`src/rtl/core/jlvc_pkg.sv`:
```
package jlvc_pkg;

  // Sizes
  localparam int unsigned NumJointsDefault = 16;
  localparam int unsigned JointW           = 4;
  localparam int unsigned DataW            = 16;
  localparam int unsigned VelLimW          = 15;
  localparam int unsigned SumW             = 7;
  localparam int unsigned AddW             = 3;
  localparam int unsigned PaddrW           = 3;
  localparam int unsigned PdataW           = 32;

  // Register reset values, Q7.8
  localparam logic [VelLimW-1:0]      VelLimitReset     = 15'd1280;
  localparam logic signed [DataW-1:0] TorqueLimitReset  = 16'sd25600;
  localparam logic signed [DataW-1:0] DefaultAngleLimit = 16'sd804;

  // Weights and thresholds
  localparam logic [AddW-1:0] WeightAngle   = 3'd2;
  localparam logic [AddW-1:0] WeightSpeed   = 3'd1;
  localparam logic [AddW-1:0] WeightTorque  = 3'd2;
  localparam logic [SumW-1:0] SumMax        = 7'd127;
  localparam logic [SumW-1:0] CriticalLevel = 7'd4;

  // Item opcodes
  localparam logic OpSample    = 1'b0;
  localparam logic OpLoadLimit = 1'b1;

  // Register indexes, taken from paddr[2]
  localparam logic RegIdxVelocity = 1'b0;
  localparam logic RegIdxTorque   = 1'b1;

  typedef enum logic [1:0] {
    VerdictNone = 2'd0,
    VerdictWarn = 2'd1,
    VerdictCrit = 2'd2
  } verdict_e;

  typedef struct packed {
    logic [VelLimW-1:0]      velocity_limit;
    logic signed [DataW-1:0] torque_limit;
  } limits_t;

  typedef struct packed {
    logic                    op;
    logic [JointW-1:0]       joint;
    logic signed [DataW-1:0] angle;
    logic signed [DataW-1:0] velocity;
    logic signed [DataW-1:0] torque;
    logic                    torque_present;
    logic signed [DataW-1:0] limit_value;
    logic                    last;
  } sample_t;

endpackage

```
`src/rtl/core/jlvc_in_if.sv`:
```
interface jlvc_in_if;
  import jlvc_pkg::*;

  logic                    valid;
  logic                    ready;
  logic                    op;
  logic [JointW-1:0]       joint;
  logic signed [DataW-1:0] angle;
  logic signed [DataW-1:0] velocity;
  logic signed [DataW-1:0] torque;
  logic                    torque_present;
  logic signed [DataW-1:0] limit_value;
  logic                    last;

  modport source (
    output valid, op, joint, angle, velocity, torque, torque_present, limit_value, last,
    input  ready
  );

  modport sink (
    input  valid, op, joint, angle, velocity, torque, torque_present, limit_value, last,
    output ready
  );
endinterface

```
`src/rtl/core/jlvc_out_if.sv`:
```
interface jlvc_out_if;
  import jlvc_pkg::*;

  logic             valid;
  logic             ready;
  logic [SumW-1:0]  violation_sum;
  verdict_e         verdict;

  modport source (
    output valid, violation_sum, verdict,
    input  ready
  );

  modport sink (
    input  valid, violation_sum, verdict,
    output ready
  );
endinterface

```
`src/rtl/core/jlvc_cfg_regs.sv`:
```
module jlvc_cfg_regs (
  input  logic                            clk_i,
  input  logic                            rst_ni,
  input  logic                            psel,
  input  logic                            penable,
  input  logic                            pwrite,
  input  logic [jlvc_pkg::PaddrW-1:0]     paddr,
  input  logic [jlvc_pkg::PdataW-1:0]     pwdata,
  output logic [jlvc_pkg::PdataW-1:0]     prdata,
  output logic                            pready,
  output jlvc_pkg::limits_t               limits_o
);
  import jlvc_pkg::*;

  logic [VelLimW-1:0]      vel_lim_q;
  logic signed [DataW-1:0] tq_lim_q;
  logic                    wr_en;

  assign pready = 1'b1;
  assign wr_en  = psel & penable & pwrite;

  // register writes, decoded on the word address
  always_ff @(posedge clk_i or negedge rst_ni) begin
    if (!rst_ni) begin
      vel_lim_q <= VelLimitReset;
      tq_lim_q  <= TorqueLimitReset;
    end else if (wr_en) begin
      unique case (paddr[2])
        RegIdxVelocity: vel_lim_q <= pwdata[VelLimW-1:0];
        RegIdxTorque:   tq_lim_q  <= pwdata[DataW-1:0];
        default:        ;
      endcase
    end
  end

  // readback: torque limit sign extended
  always_comb begin
    unique case (paddr[2])
      RegIdxVelocity: prdata = {{(PdataW-VelLimW){1'b0}}, vel_lim_q};
      RegIdxTorque:   prdata = {{(PdataW-DataW){tq_lim_q[DataW-1]}}, tq_lim_q};
      default:        prdata = '0;
    endcase
  end

  assign limits_o.velocity_limit = vel_lim_q;
  assign limits_o.torque_limit   = tq_lim_q;
endmodule

```
`src/rtl/core/jlvc_limit_table.sv`:
```
module jlvc_limit_table #(
  parameter int unsigned NUM_JOINTS = jlvc_pkg::NumJointsDefault
) (
  input  logic                              clk_i,
  input  logic                              rst_ni,
  input  logic                              wr_en_i,
  input  logic [jlvc_pkg::JointW-1:0]       wr_joint_i,
  input  logic signed [jlvc_pkg::DataW-1:0] wr_limit_i,
  input  logic [jlvc_pkg::JointW-1:0]       rd_joint_i,
  output logic signed [jlvc_pkg::DataW-1:0] rd_limit_o
);
  import jlvc_pkg::*;

  // only 2**JointW entries are reachable by the joint field
  localparam int unsigned Reach = 1 << JointW;
  localparam int unsigned Depth = (NUM_JOINTS < Reach) ? NUM_JOINTS : Reach;

  logic signed [DataW-1:0] tbl_q [Depth];

  // per-entry storage, every entry resets to the default limit
  for (genvar g = 0; g < Depth; g++) begin : g_entry
    always_ff @(posedge clk_i or negedge rst_ni) begin
      if (!rst_ni) begin
        tbl_q[g] <= DefaultAngleLimit;
      end else if (wr_en_i && (wr_joint_i == JointW'(g))) begin
        tbl_q[g] <= wr_limit_i;
      end
    end
  end

  // read; a joint past the table sees the default limit
  always_comb begin
    rd_limit_o = DefaultAngleLimit;
    for (int i = 0; i < Depth; i++) begin
      if (rd_joint_i == JointW'(i)) begin
        rd_limit_o = tbl_q[i];
      end
    end
  end
endmodule

```
`src/rtl/core/jlvc_eval.sv`:
```
module jlvc_eval (
  input  logic signed [jlvc_pkg::DataW-1:0] angle_i,
  input  logic signed [jlvc_pkg::DataW-1:0] velocity_i,
  input  logic signed [jlvc_pkg::DataW-1:0] torque_i,
  input  logic                              torque_present_i,
  input  logic signed [jlvc_pkg::DataW-1:0] angle_limit_i,
  input  jlvc_pkg::limits_t                 limits_i,
  output logic [jlvc_pkg::AddW-1:0]         add_o
);
  import jlvc_pkg::*;

  // |v| saturated to 32767
  function automatic logic [DataW-2:0] abs_sat(input logic signed [DataW-1:0] v);
    logic [DataW-1:0] m;
    m = v[DataW-1] ? DataW'(-v) : DataW'(v);
    return m[DataW-1] ? {(DataW-1){1'b1}} : m[DataW-2:0];
  endfunction

  logic [DataW-2:0]        abs_angle;
  logic [DataW-2:0]        abs_vel;
  logic [DataW-2:0]        abs_tq;
  logic signed [DataW-1:0] alim;
  logic                    angle_hit;
  logic                    speed_hit;
  logic                    torque_hit;

  assign abs_angle = abs_sat(angle_i);
  assign abs_vel   = abs_sat(velocity_i);
  assign abs_tq    = abs_sat(torque_i);

  // non-positive stored limit falls back to the default
  assign alim = (angle_limit_i > 0) ? angle_limit_i : DefaultAngleLimit;

  assign angle_hit  = $signed({1'b0, abs_angle}) > alim;
  assign speed_hit  = abs_vel > limits_i.velocity_limit;
  assign torque_hit = torque_present_i && (limits_i.torque_limit > 0) &&
                      ({1'b0, abs_tq} > $unsigned(limits_i.torque_limit));

  assign add_o = (angle_hit  ? WeightAngle  : '0) +
                 (speed_hit  ? WeightSpeed  : '0) +
                 (torque_hit ? WeightTorque : '0);
endmodule

```
`src/rtl/core/joint_limit_violation_checker_core.sv`:
```
// Joint limit violation checker.
// Input channel item_i carries one word per joint: op=0 is a joint sample
// (angle, velocity, torque in signed Q7.8), op=1 loads that joint's angle
// limit from limit_value. Samples of an action add weighted violations to a
// running sum; the sample marked last closes the action and yields one word
// on res_o with the sum and a verdict (none, warning, critical).
// The APB port holds velocity_limit (0x0) and torque_limit (0x4); write them
// only while the block is idle.
// Flow: a word is registered in the input register at acceptance and
// evaluated there; a last sample's result is then loaded into the output
// register, which drives res_o.
// Throughput: one word per cycle while no last sample waits on a held
// res_o, set by the single evaluation stage and the output register.
// Stall: while res_o is held, words without a result keep flowing; a last
// sample waits in the input register and ready stays low until the result
// is taken.
// Reset: limits return to 5.0 and 100.0, the running sum clears and every
// angle limit returns to 3.14 rad.
module joint_limit_violation_checker_core #(
  parameter int unsigned NUM_JOINTS = jlvc_pkg::NumJointsDefault
) (
  input  logic                        clk_i,
  input  logic                        rst_ni,
  jlvc_in_if.sink                     item_i,
  jlvc_out_if.source                  res_o,
  input  logic                        psel,
  input  logic                        penable,
  input  logic                        pwrite,
  input  logic [jlvc_pkg::PaddrW-1:0] paddr,
  input  logic [jlvc_pkg::PdataW-1:0] pwdata,
  output logic [jlvc_pkg::PdataW-1:0] prdata,
  output logic                        pready
);
  import jlvc_pkg::*;

  limits_t                 limits;
  sample_t                 smp_q;
  logic                    s1_valid_q;
  logic                    s1_has_res;
  logic                    s1_adv;
  logic                    accept;
  logic signed [DataW-1:0] tbl_limit;
  logic [AddW-1:0]         add;
  logic [SumW:0]           sum_wide;
  logic [SumW-1:0]         sum_sat;
  logic [SumW-1:0]         sum_q;
  logic                    out_valid_q;
  logic [SumW-1:0]         out_sum_q;
  verdict_e                out_verdict_q;
  verdict_e                verdict_d;

  jlvc_cfg_regs u_cfg (
    .clk_i    (clk_i),
    .rst_ni   (rst_ni),
    .psel     (psel),
    .penable  (penable),
    .pwrite   (pwrite),
    .paddr    (paddr),
    .pwdata   (pwdata),
    .prdata   (prdata),
    .pready   (pready),
    .limits_o (limits)
  );

  // handshake: the stage moves on unless its result would hit a full output
  assign s1_has_res  = s1_valid_q && (smp_q.op == OpSample) && smp_q.last;
  assign s1_adv      = s1_valid_q && (!s1_has_res || !out_valid_q || res_o.ready);
  assign item_i.ready = !s1_valid_q || s1_adv;
  assign accept      = item_i.valid && item_i.ready;

  // input register
  always_ff @(posedge clk_i or negedge rst_ni) begin
    if (!rst_ni) begin
      s1_valid_q <= 1'b0;
    end else if (accept) begin
      s1_valid_q <= 1'b1;
    end else if (s1_adv) begin
      s1_valid_q <= 1'b0;
    end
  end

  always_ff @(posedge clk_i) begin
    if (accept) begin
      smp_q.op             <= item_i.op;
      smp_q.joint          <= item_i.joint;
      smp_q.angle          <= item_i.angle;
      smp_q.velocity       <= item_i.velocity;
      smp_q.torque         <= item_i.torque;
      smp_q.torque_present <= item_i.torque_present;
      smp_q.limit_value    <= item_i.limit_value;
      smp_q.last           <= item_i.last;
    end
  end

  jlvc_limit_table #(
    .NUM_JOINTS (NUM_JOINTS)
  ) u_table (
    .clk_i      (clk_i),
    .rst_ni     (rst_ni),
    .wr_en_i    (s1_adv && (smp_q.op == OpLoadLimit)),
    .wr_joint_i (smp_q.joint),
    .wr_limit_i (smp_q.limit_value),
    .rd_joint_i (smp_q.joint),
    .rd_limit_o (tbl_limit)
  );

  jlvc_eval u_eval (
    .angle_i          (smp_q.angle),
    .velocity_i       (smp_q.velocity),
    .torque_i         (smp_q.torque),
    .torque_present_i (smp_q.torque_present),
    .angle_limit_i    (tbl_limit),
    .limits_i         (limits),
    .add_o            (add)
  );

  // saturating accumulate
  assign sum_wide = {1'b0, sum_q} + {{(SumW+1-AddW){1'b0}}, add};
  assign sum_sat  = sum_wide[SumW] ? SumMax : sum_wide[SumW-1:0];

  always_comb begin
    priority if (sum_sat == '0) begin
      verdict_d = VerdictNone;
    end else if (sum_sat >= CriticalLevel) begin
      verdict_d = VerdictCrit;
    end else begin
      verdict_d = VerdictWarn;
    end
  end

  always_ff @(posedge clk_i or negedge rst_ni) begin
    if (!rst_ni) begin
      sum_q <= '0;
    end else if (s1_adv && (smp_q.op == OpSample)) begin
      sum_q <= smp_q.last ? '0 : sum_sat;
    end
  end

  // output register
  always_ff @(posedge clk_i or negedge rst_ni) begin
    if (!rst_ni) begin
      out_valid_q <= 1'b0;
    end else if (s1_adv && s1_has_res) begin
      out_valid_q <= 1'b1;
    end else if (res_o.ready) begin
      out_valid_q <= 1'b0;
    end
  end

  always_ff @(posedge clk_i) begin
    if (s1_adv && s1_has_res) begin
      out_sum_q     <= sum_sat;
      out_verdict_q <= verdict_d;
    end
  end

  assign res_o.valid         = out_valid_q;
  assign res_o.violation_sum = out_sum_q;
  assign res_o.verdict       = out_verdict_q;
endmodule

```
`src/flat_wrapper.sv`:
```
// flat-port wrapper written by rule: the top's interface ports become plain ports
module joint_limit_violation_checker_core_flat import jlvc_pkg::*;
#(
  parameter int unsigned NUM_JOINTS = jlvc_pkg::NumJointsDefault
)
  (clk_i, rst_ni, psel, penable, pwrite, paddr, pwdata, prdata, pready, item_i_valid, item_i_op, item_i_joint, item_i_angle, item_i_velocity, item_i_torque, item_i_torque_present, item_i_limit_value, item_i_last, item_i_ready, res_o_valid, res_o_violation_sum, res_o_verdict, res_o_ready);
  jlvc_in_if item_i_i ();
  jlvc_out_if res_o_i ();
  input  logic clk_i;
  input  logic rst_ni;
  input  logic psel;
  input  logic penable;
  input  logic pwrite;
  input  logic [jlvc_pkg::PaddrW-1:0] paddr;
  input  logic [jlvc_pkg::PdataW-1:0] pwdata;
  output logic [jlvc_pkg::PdataW-1:0] prdata;
  output logic pready;
  input wire logic [$bits(item_i_i.valid)-1:0] item_i_valid;
  input wire logic [$bits(item_i_i.op)-1:0] item_i_op;
  input wire logic [$bits(item_i_i.joint)-1:0] item_i_joint;
  input wire logic [$bits(item_i_i.angle)-1:0] item_i_angle;
  input wire logic [$bits(item_i_i.velocity)-1:0] item_i_velocity;
  input wire logic [$bits(item_i_i.torque)-1:0] item_i_torque;
  input wire logic [$bits(item_i_i.torque_present)-1:0] item_i_torque_present;
  input wire logic [$bits(item_i_i.limit_value)-1:0] item_i_limit_value;
  input wire logic [$bits(item_i_i.last)-1:0] item_i_last;
  output wire logic [$bits(item_i_i.ready)-1:0] item_i_ready;
  output wire logic [$bits(res_o_i.valid)-1:0] res_o_valid;
  output wire logic [$bits(res_o_i.violation_sum)-1:0] res_o_violation_sum;
  output wire logic [$bits(res_o_i.verdict)-1:0] res_o_verdict;
  input wire logic [$bits(res_o_i.ready)-1:0] res_o_ready;
  assign item_i_i.valid = item_i_valid;
  assign item_i_i.op = item_i_op;
  assign item_i_i.joint = item_i_joint;
  assign item_i_i.angle = item_i_angle;
  assign item_i_i.velocity = item_i_velocity;
  assign item_i_i.torque = item_i_torque;
  assign item_i_i.torque_present = item_i_torque_present;
  assign item_i_i.limit_value = item_i_limit_value;
  assign item_i_i.last = item_i_last;
  assign item_i_ready = item_i_i.ready;
  assign res_o_valid = res_o_i.valid;
  assign res_o_violation_sum = res_o_i.violation_sum;
  assign res_o_verdict = res_o_i.verdict;
  assign res_o_i.ready = res_o_ready;
  joint_limit_violation_checker_core #(.NUM_JOINTS(NUM_JOINTS)) u_core (.clk_i(clk_i), .rst_ni(rst_ni), .item_i(item_i_i), .res_o(res_o_i), .psel(psel), .penable(penable), .pwrite(pwrite), .paddr(paddr), .pwdata(pwdata), .prdata(prdata), .pready(pready));
endmodule
```
`config.mk`:
```
export PLATFORM = sky130hd
export DESIGN_NAME = joint_limit_violation_checker_core_flat
export DESIGN_NICKNAME = d
export VERILOG_FILES = /design/src/rtl/core/jlvc_pkg.sv /design/src/rtl/core/jlvc_in_if.sv /design/src/rtl/core/jlvc_out_if.sv /design/src/rtl/core/jlvc_cfg_regs.sv /design/src/rtl/core/jlvc_limit_table.sv /design/src/rtl/core/jlvc_eval.sv /design/src/rtl/core/joint_limit_violation_checker_core.sv /design/src/flat_wrapper.sv
export SDC_FILE = /design/constraint.sdc
export NUM_CORES = 1
export LEC_CHECK = 0
export BUFFER_PORTS_ARGS = -buffer_cell sky130_fd_sc_hd__clkbuf_2
export CAP_MARGIN = 20
export CORE_ASPECT_RATIO = 0.75
export CORE_MARGIN = 2
export CORE_UTILIZATION = 45
export CTS_BUF_LIST = sky130_fd_sc_hd__clkbuf_8 sky130_fd_sc_hd__clkbuf_16
export DETAILED_ROUTE_END_ITERATION = 16
export PLACE_DENSITY_LB_ADDON = 0.05
export SYNTH_ARGS = -nofsm -noshare
export SYNTH_HDL_FRONTEND = slang
export SYNTH_SLANG_ARGS = --single-unit
```
`constraint.sdc`:
```
create_clock -name clk_i -period 14.25 [get_ports clk_i]
set_clock_uncertainty 0.2 [all_clocks]
set_input_delay 2.1375 -clock clk_i [delete_from_list [all_inputs] [get_ports clk_i]]
set_output_delay 2.1375 -clock clk_i [all_outputs]
set_load 0.005 [all_outputs]
```
==> results of run 1 <==
worst min-delay path by stage:
| stage | from | end | cells past startpoint |
|---|---|---|---|
| 6_report | u_core.u_table.tbl_q[185] | u_core.u_table.tbl_q[185] | 2 |
| 5_1_grt | u_core.u_table.tbl_q[148] | u_core.u_table.tbl_q[148] | 1 |
| 4_1_cts | u_core.u_table.tbl_q[185] | u_core.u_table.tbl_q[185] | 2 |
| 3_5_place_dp | u_core.sum_q[0] | u_core.sum_q[0] | 2 |
| 3_3_place_gp | u_core.sum_q[0] | u_core.sum_q[0] | 2 |
| 2_1_floorplan | u_core.sum_q[0] | u_core.sum_q[0] | 2 |
metal layers:
layer	vias up	share of wire, %
met5	-	0
li1	5967	-
met1	6620	49
met2	320	43
met4	0	2.3
met3	75	5.6
where the power goes:
| part | switching, µW | total, µW | internal (µW) |
|---|---|---|---|
| logic | 285 | 585 | 299 |
| clock network | 427 | 996 | 570 |
| registers | 124 | 1450 | 1330 |
| total | 836 | 3030 | 2200 |
metrics by stage:
| step | instance area (µm²) | hold slack, ns | power (µW) |
|---|---|---|---|
| final | 21580 | 0.3007 | 3035 |
| after global routing | 21580 | 0.3130 | 3202 |
| after CTS | 21560 | 0.2995 | 3064 |
| after detailed placement | 20330 | 0.2797 | 2054 |
| after global placement | 20310 | 0.2730 | 2033 |
| after floorplan | 19200 | 0.2551 | 1862 |
sequential cells by signal (all words and copies together), names as in the netlist:
| name | count |
|---|---|
| u_core.s1_valid_q | 1 |
| u_core.sum_q | 7 |
| u_core.res_o.verdict | 2 |
| u_core.u_table.tbl_q | 256 |
| u_core.smp_q | 71 |
| u_core.u_cfg.vel_lim_q | 15 |
| u_core.res_o.violation_sum | 7 |
| u_core.res_o.valid | 1 |
| u_core.u_cfg.tq_lim_q | 16 |
cell type report:
type                       count  area, µm²
fill                        3739      20470
sequential                   376       9896
multi-input combinational   1039       8574
clock buffer                  44       1067
timing repair buffer         167      957.2
tap                          569      711.9
inverter                      55      206.4
clock inverter                28      162.7
antenna                        1      2.502
logic make-up after synthesis:
logic type               Yosys count
flip-flops                       376
multiplexers                     350
AND/OR/NAND/NOR                  336
AO/OA/AOI/OAI                    265
buffers and inverters            173
adder cells (fa/ha/maj)           53
XOR/XNOR                          34
other                              1
worst max-delay path: cells and delay by family, from the launching register on:
family	cells	cell delay [ns]
AOI/OAI and AO/OA	11	1.92
adders and majority gates	4	1.41
buffers and inverters	4	1.25
DFF	1	0.38
and+or+nand+nor	9	2.05
cell usage in the layout, fill, tap and decap left out, drive strengths merged, types with 28 or more instances in the layout:
cell type,count
o21ai,69
inv,72
mux2,301
nand3,28
xor2,30
dfrtp,227
nand2,126
a21oi,48
mux2i,32
dfstp,69
clkbuf,180
edfxtp,80
ha,51
buf,31
nor2,46
==> metrics.cfg, run 1 <==
[route]
route.detailed.drc = 0
detail-route-antenna-nets = 0
first_pass_iters = 5
via_per_inst = 5.696
detail_route.iter0.violations = 981
wire_per_inst_um = 23.37
via_count = 12982
route.final.wire_length_um = 53270

[run]
timing.max_cap.violations = 0

[worst_setup_path]
critPathMaxStageDelay_ns = 0.63
critical_path.endpoint_type = register
crit-reg2reg-launch = u_core.smp_q[66]
reg2reg_depth = 28
timing.critical_path.from = u_core.smp_q[66]
cp_data_arrival_time_ns = 7.76
cp-endpoint = u_core.res_o.verdict[0]
crit_path_frequent_cell = sky130_fd_sc_hd__a21o_1
crit_required_ns = 14.34
worst_setup_path_start_kind = register
critPathKind = register to register
regToRegEndpoint = u_core.res_o.verdict[0]
critical_path.slowest_cell = sky130_fd_sc_hd__or4b_1
critical_path.max_fanout = 120
regToRegSetupSlack_ns = 6.58

[yosys]
yosys.area_share.adder_pct = 3.531
count_of_cell_types_in_the_netlist = 78
number_of_enable_flip_flop_cells_after_synthesis = 80
synth-simple-area-share_pct = 8.815
yosys.area_share.xor_xnor_pct = 1.551
synth.top_cells.by_area = sky130_fd_sc_hd__dfrtp_1 (30%), sky130_fd_sc_hd__mux2_2 (18%), sky130_fd_sc_hd__edfxtp_1 (13%), sky130_fd_sc_hd__dfstp_2 (9.4%), sky130_fd_sc_hd__ha_1 (3.3%)
synth_top_area_cell = sky130_fd_sc_hd__dfrtp_1
combinational_family_with_the_most_area_after_synthesis = multiplexers
flops_latches_synth = 376
netlist.area_leader.share_pct = 29.58
synth.mux.area_fraction_pct = 21.31
yosysWarningCount = 0
netlist_instances = 1588
synth_sequential_area_ratio_pct = 51.53
synth.cells.most_frequent = sky130_fd_sc_hd__mux2_2 (301), sky130_fd_sc_hd__dfrtp_1 (227), sky130_fd_sc_hd__nand2_1 (126)
async_reset_ff_share_pct = 78.72
mappedNetlistNets = 1754
synth_flop_cell = sky130_fd_sc_hd__dfrtp_1
synthMostInstantiatedCell = sky130_fd_sc_hd__mux2_2
syn_area_per_cell_um2 = 12.09
compound_gate_portion_of_the_synthesized_area_pct = 9.049
netlist_area_um2 = 19200

[cts]
post_cts_resized = 0
clk_pin_slew_ns = 0.06
cts_tree = done
cts_setup_buffers = 0
cts_hold_buf = 0
root_buffer_cell = sky130_fd_sc_hd__clkbuf_16
worst_skew_pair.late_latency_ns = 0.54
clock-sinks = 376
clock_tree.htree_level_count = 2
numCtsBuffers = 40
clockBufferDepth = 3

[placement]
placement.io_buffers = 137
routabilityCongestion = 0.8008
dpl.cell_count = 2205
preCtsSetupSlack_ns = 6.651
dp.final_hpwl_um = 34310

[floorplanning]
io_pins = 157
fp.dieArea_um2 = 44360
num_rows = 65
core-area_um2 = 42050
die_y_um = 182.9
effective_utilization_at_floorplan_pct = 45.67
chipWidth_um = 242.5

[global_route]
busiest_layer = met2
grt_use_met3_pct = 4.404
gr-usage-met1_pct = 36.38
gr-usage-met2_pct = 36.74
grt.total_usage_pct = 24.34
grt_pass1_wl_um = 82120
first_global_vias = 13175
grt-ovfl-total = 0
largest_net_degree_at_the_start_of_global_routing = 121
number_of_antenna_violations_at_the_first_check_in_global_routing = 2

[timing]
report.final.hold_viol_count = 0
fmaxAchievable_ghz = 0.1303
total_negative_slack_ns = 0
slew_headroom_pct = 28.93
period_share_pct = 53.84
worst_pin_slew_ns = 1.066
setup_ws_ns = 6.578
layout_min_cycle_time_ns = 7.673
unrepaired_setup_endpoints_after_global_routing = no
slew_violations = 0
setup_viol = 0

[finish]
fin_cells = 2279
drive_gt1_share_pct = 37.62
areaGrowthSynthToFinish_pct = 12.36
postLayoutCoreUtil_pct = 51.32
num-nets-final = 1845

[power]
vdd_ir_max_v = 0.00009477
power.density_cell_area_nw_per_um2 = 140.6
lkg_pwr_uw = 0.009436

[outcome]
result_of_the_run = finished, final reports clean

[worst_hold_path]
hold_path.class = register to register

Power figures use the tool's default switching activity.
==> run 2, diff against run 1 <==
ABC_AREA = 1   (was unset)
clock period = 7.15 ns   (was 14.25 ns; I/O delays follow)
==> run 2 against run 1 <==
Net effect:
- count of clock-buffer cells in the layout up 6
- hold slack worse by 0.024 ns
- via count up 12%
- register-to-register slack worse by 6.0 ns
- sequential power up 95%
- global-route usage fell by 2.5 points
- combinational power rose by 65%
- first-iteration DRC count up 12%
- sequential share of layout area grew 1.2 points
- flip-flop and latch count is the same
- largest cell class unchanged
- largest power group unchanged
==> metrics.cfg, run 2 <==
[outcome]
result_of_the_run = finished, final reports clean

[placement]
preCtsSetupSlack_ns = 0.2253  ; -6.426 ns
routabilityCongestion = 0.8453  ; +5.6%
dp.final_hpwl_um = 32450  ; -5.4%
placement.io_buffers = 137  ; unchanged

[worst_setup_path]
cp_data_arrival_time_ns = 6.62  ; -1.14 ns
critical_path.slowest_cell = sky130_fd_sc_hd__fa_1
critical_path.max_fanout = 11  ; -91%
crit-reg2reg-launch = u_core.smp_q[67]
critPathMaxStageDelay_ns = 0.52  ; -0.11 ns
crit_path_frequent_cell = sky130_fd_sc_hd__nor2_1
critPathKind = register to register
timing.critical_path.from = u_core.smp_q[67]
worst_setup_path_start_kind = register
regToRegSetupSlack_ns = 0.57  ; -6.00 ns
reg2reg_depth = 40  ; +43%
crit_required_ns = 7.19  ; -7.15 ns
critical_path.endpoint_type = register

[cts]
root_buffer_cell = sky130_fd_sc_hd__clkbuf_16
clk_pin_slew_ns = 0.06  ; about the same
numCtsBuffers = 41  ; +2.5%
clock_tree.htree_level_count = 2  ; unchanged
worst_skew_pair.late_latency_ns = 0.55  ; about the same
clockBufferDepth = 3  ; unchanged
clock-sinks = 376  ; unchanged
cts_tree = done

[yosys]
count_of_cell_types_in_the_netlist = 46  ; -41%
number_of_enable_flip_flop_cells_after_synthesis = 80  ; unchanged
synth_top_area_cell = sky130_fd_sc_hd__dfrtp_1
netlist_instances = 2181  ; +37%
synth.top_cells.by_area = sky130_fd_sc_hd__dfrtp_1 (31%), sky130_fd_sc_hd__edfxtp_1 (13%), sky130_fd_sc_hd__nand2_1 (12%), sky130_fd_sc_hd__dfstp_2 (9.9%), sky130_fd_sc_hd__o21ai_0 (8.9%)
yosysWarningCount = 0  ; unchanged
netlist_area_um2 = 18410  ; -4.2%
mappedNetlistNets = 2347  ; +34%
async_reset_ff_share_pct = 78.72  ; unchanged
syn_area_per_cell_um2 = 8.439  ; -30%
synth.cells.most_frequent = sky130_fd_sc_hd__nand2_1 (609), sky130_fd_sc_hd__o21ai_0 (327), sky130_fd_sc_hd__dfrtp_1 (227)
netlist.area_leader.share_pct = 30.86  ; +1.3 points
flops_latches_synth = 376  ; unchanged
synth_flop_cell = sky130_fd_sc_hd__dfrtp_1
synth_sequential_area_ratio_pct = 53.77  ; +2.2 points
synthMostInstantiatedCell = sky130_fd_sc_hd__nand2_1

[timing]
report.final.hold_viol_count = 0  ; unchanged
unrepaired_setup_endpoints_after_global_routing = no
layout_min_cycle_time_ns = 6.576  ; -1.096 ns
fmaxAchievable_ghz = 0.1521  ; +17%
total_negative_slack_ns = 0  ; unchanged
worst_pin_slew_ns = 1.069  ; +0.002872 ns
slew_violations = 0  ; unchanged
setup_viol = 0  ; unchanged
setup_ws_ns = 0.5736  ; -6.004 ns
slew_headroom_pct = 28.20  ; -0.74 points
period_share_pct = 91.98  ; +38 points

[global_route]
number_of_antenna_violations_at_the_first_check_in_global_routing = 1  ; -1
grt_pass1_wl_um = 73690  ; -10%
first_global_vias = 13394  ; +1.7%
grt.total_usage_pct = 21.81  ; -2.5 points
largest_net_degree_at_the_start_of_global_routing = 148  ; +22%
grt-ovfl-total = 0  ; unchanged

[finish]
biggestRegsByFlops = u_core.u_table.tbl_q: 256 flops, u_core.smp_q: 71 flops, u_core.u_cfg.tq_lim_q: 16 flops
num_antenna_cells = 0  ; -1
num-nets-final = 2447  ; +33%
areaGrowthSynthToFinish_pct = 14.30
registers.top_by_ff_count = u_core.u_table.tbl_q
drive_gt1_share_pct = 16.64  ; -21 points
mostFrequentLayoutCells = sky130_fd_sc_hd__nand2_1 (603), sky130_fd_sc_hd__o21ai_0 (327), sky130_fd_sc_hd__dfrtp_1 (227)
final_common_cell = sky130_fd_sc_hd__nand2_1
largest_register_ffs = 256  ; unchanged

[route]
route.final.wire_length_um = 45630  ; -14%
detail-route-antenna-nets = 0  ; unchanged
via_per_inst = 5.117  ; -10%
via_count = 14543  ; +12%
detail_route.iter0.violations = 1094  ; +12%
first_pass_iters = 7  ; +2
route.detailed.drc = 0  ; unchanged
wire_per_inst_um = 16.06  ; -31%

[power]
lkg_pwr_uw = 0.009878  ; +4.7%
vdd_ir_max_v = 0.0001447  ; +53%
power.density_cell_area_nw_per_um2 = 281.7  ; +100%

[floorplanning]
chipWidth_um = 237.5  ; -2.1%
die_y_um = 179.1  ; -2.1%
io_pins = 157  ; unchanged
num_rows = 64  ; -1.5%
effective_utilization_at_floorplan_pct = 45.33  ; -0.34 points
fp.dieArea_um2 = 42550  ; -4.1%
core-area_um2 = 40600  ; -3.4%

[run]
timing.max_cap.violations = 0  ; unchanged

[worst_hold_path]
holdCritStartpoint = u_core.u_table.tbl_q[129]
hold_depth = 2  ; unchanged
hold_path.class = register to register

[run 2: cell types whose count changed in the layout (fill, tap and decap cells not counted), moves of 32 or more]
| cell | previous run | this run |
|---|---|---|
| sky130_fd_sc_hd__nand3_1 | 26 | 113 |
| sky130_fd_sc_hd__mux2i_1 | 32 | 0 |
| sky130_fd_sc_hd__mux2_2 | 301 | 0 |
| sky130_fd_sc_hd__o21ai_0 | 68 | 327 |
| sky130_fd_sc_hd__inv_1 | 72 | 204 |
| sky130_fd_sc_hd__nand2_1 | 126 | 603 |
| sky130_fd_sc_hd__nor2_1 | 44 | 135 |
[run 2: kinds of logic after synthesis]
family                     Yosys count  share of synthesized area [%]
adders and majority gates           53                          3.685
other                                1                        0.02037
and+or+nand+nor                   1011                          23.34
DFF                                376                          53.77
AOI/OAI and AO/OA                  398                          11.11
xor gates and xnor gates            17                         0.8090
buffers and inverters              325                          7.260
[run 2: cell type report]
class                      instances  area, µm²
clock buffer                      50       1184
clock inverter                    26      180.2
fill                            3830      19560
inverter                         204      773.2
multi-input combinational       1480       7269
sequential                       376       9896
tap                              528      660.6
timing repair buffer             177       1067
timing repair inverter             1      7.507
[run 2: per-stage QoR]
step / area (µm²) / power [µW] / hold WS, ns / cells / util, %
global route: 21040 / 6298 / 0.2985 / 2842 / 51.82
finish: 21040 / 5926 / 0.2772 / 2842 / 51.82
floorplan: 18410 / 3477 / 0.2455 / 2181 / -
CTS: 20770 / 5981 / 0.2812 / 2826 / 51.16
detailed placement: 19410 / 3814 / 0.2656 / 2750 / 47.80
global placement: 19390 / 3775 / 0.2580 / 2749 / 47.76
[run 2: repair_timing]
action	in CTS	in global routing
resized for setup	0	35
setup endpoints to repair	0	16
setup buffers	0	13
hold buffers	0	0
[run 2: report_power, final]
part / switching, µW / leakage (µW) / total, µW / internal (µW)
clock network: 885 / 0.000712 / 2130 / 1250
registers: 199 / 0.00443 / 2830 / 2630
logic: 582 / 0.00473 / 965 / 383
total: 1670 / 0.00988 / 5930 / 4260
[run 2: layer usage]
layer / global-route usage (%) / part of all wire [%]
met5: 0 / 0
met4: 4.245 / 1.3
met2: 32.31 / 42
met1: 33.85 / 52
met3: 3.233 / 3.9
[run 2: path summary, 6_finish.rpt]
check                                                  to
worst min register to register  u_core.u_table.tbl_q[129]
worst min-delay path            u_core.u_table.tbl_q[129]
max in group asynchronous       u_core.u_table.tbl_q[160]
min in group asynchronous       u_core.u_table.tbl_q[193]
worst max-delay path              u_core.res_o.verdict[1]
worst max register to register    u_core.res_o.verdict[1]
[run 2: critical path, delay by kind of cell (launching register included)]
| kind | cells | cell delay (ns) |
|---|---|---|
| adder cells (fa/ha/maj) | 4 | 1.36 |
| buffers and inverters | 6 | 0.62 |
| flip-flops | 1 | 0.51 |
| AO/OA/AOI/OAI | 6 | 0.90 |
| AND/OR/NAND/NOR | 24 | 2.66 |
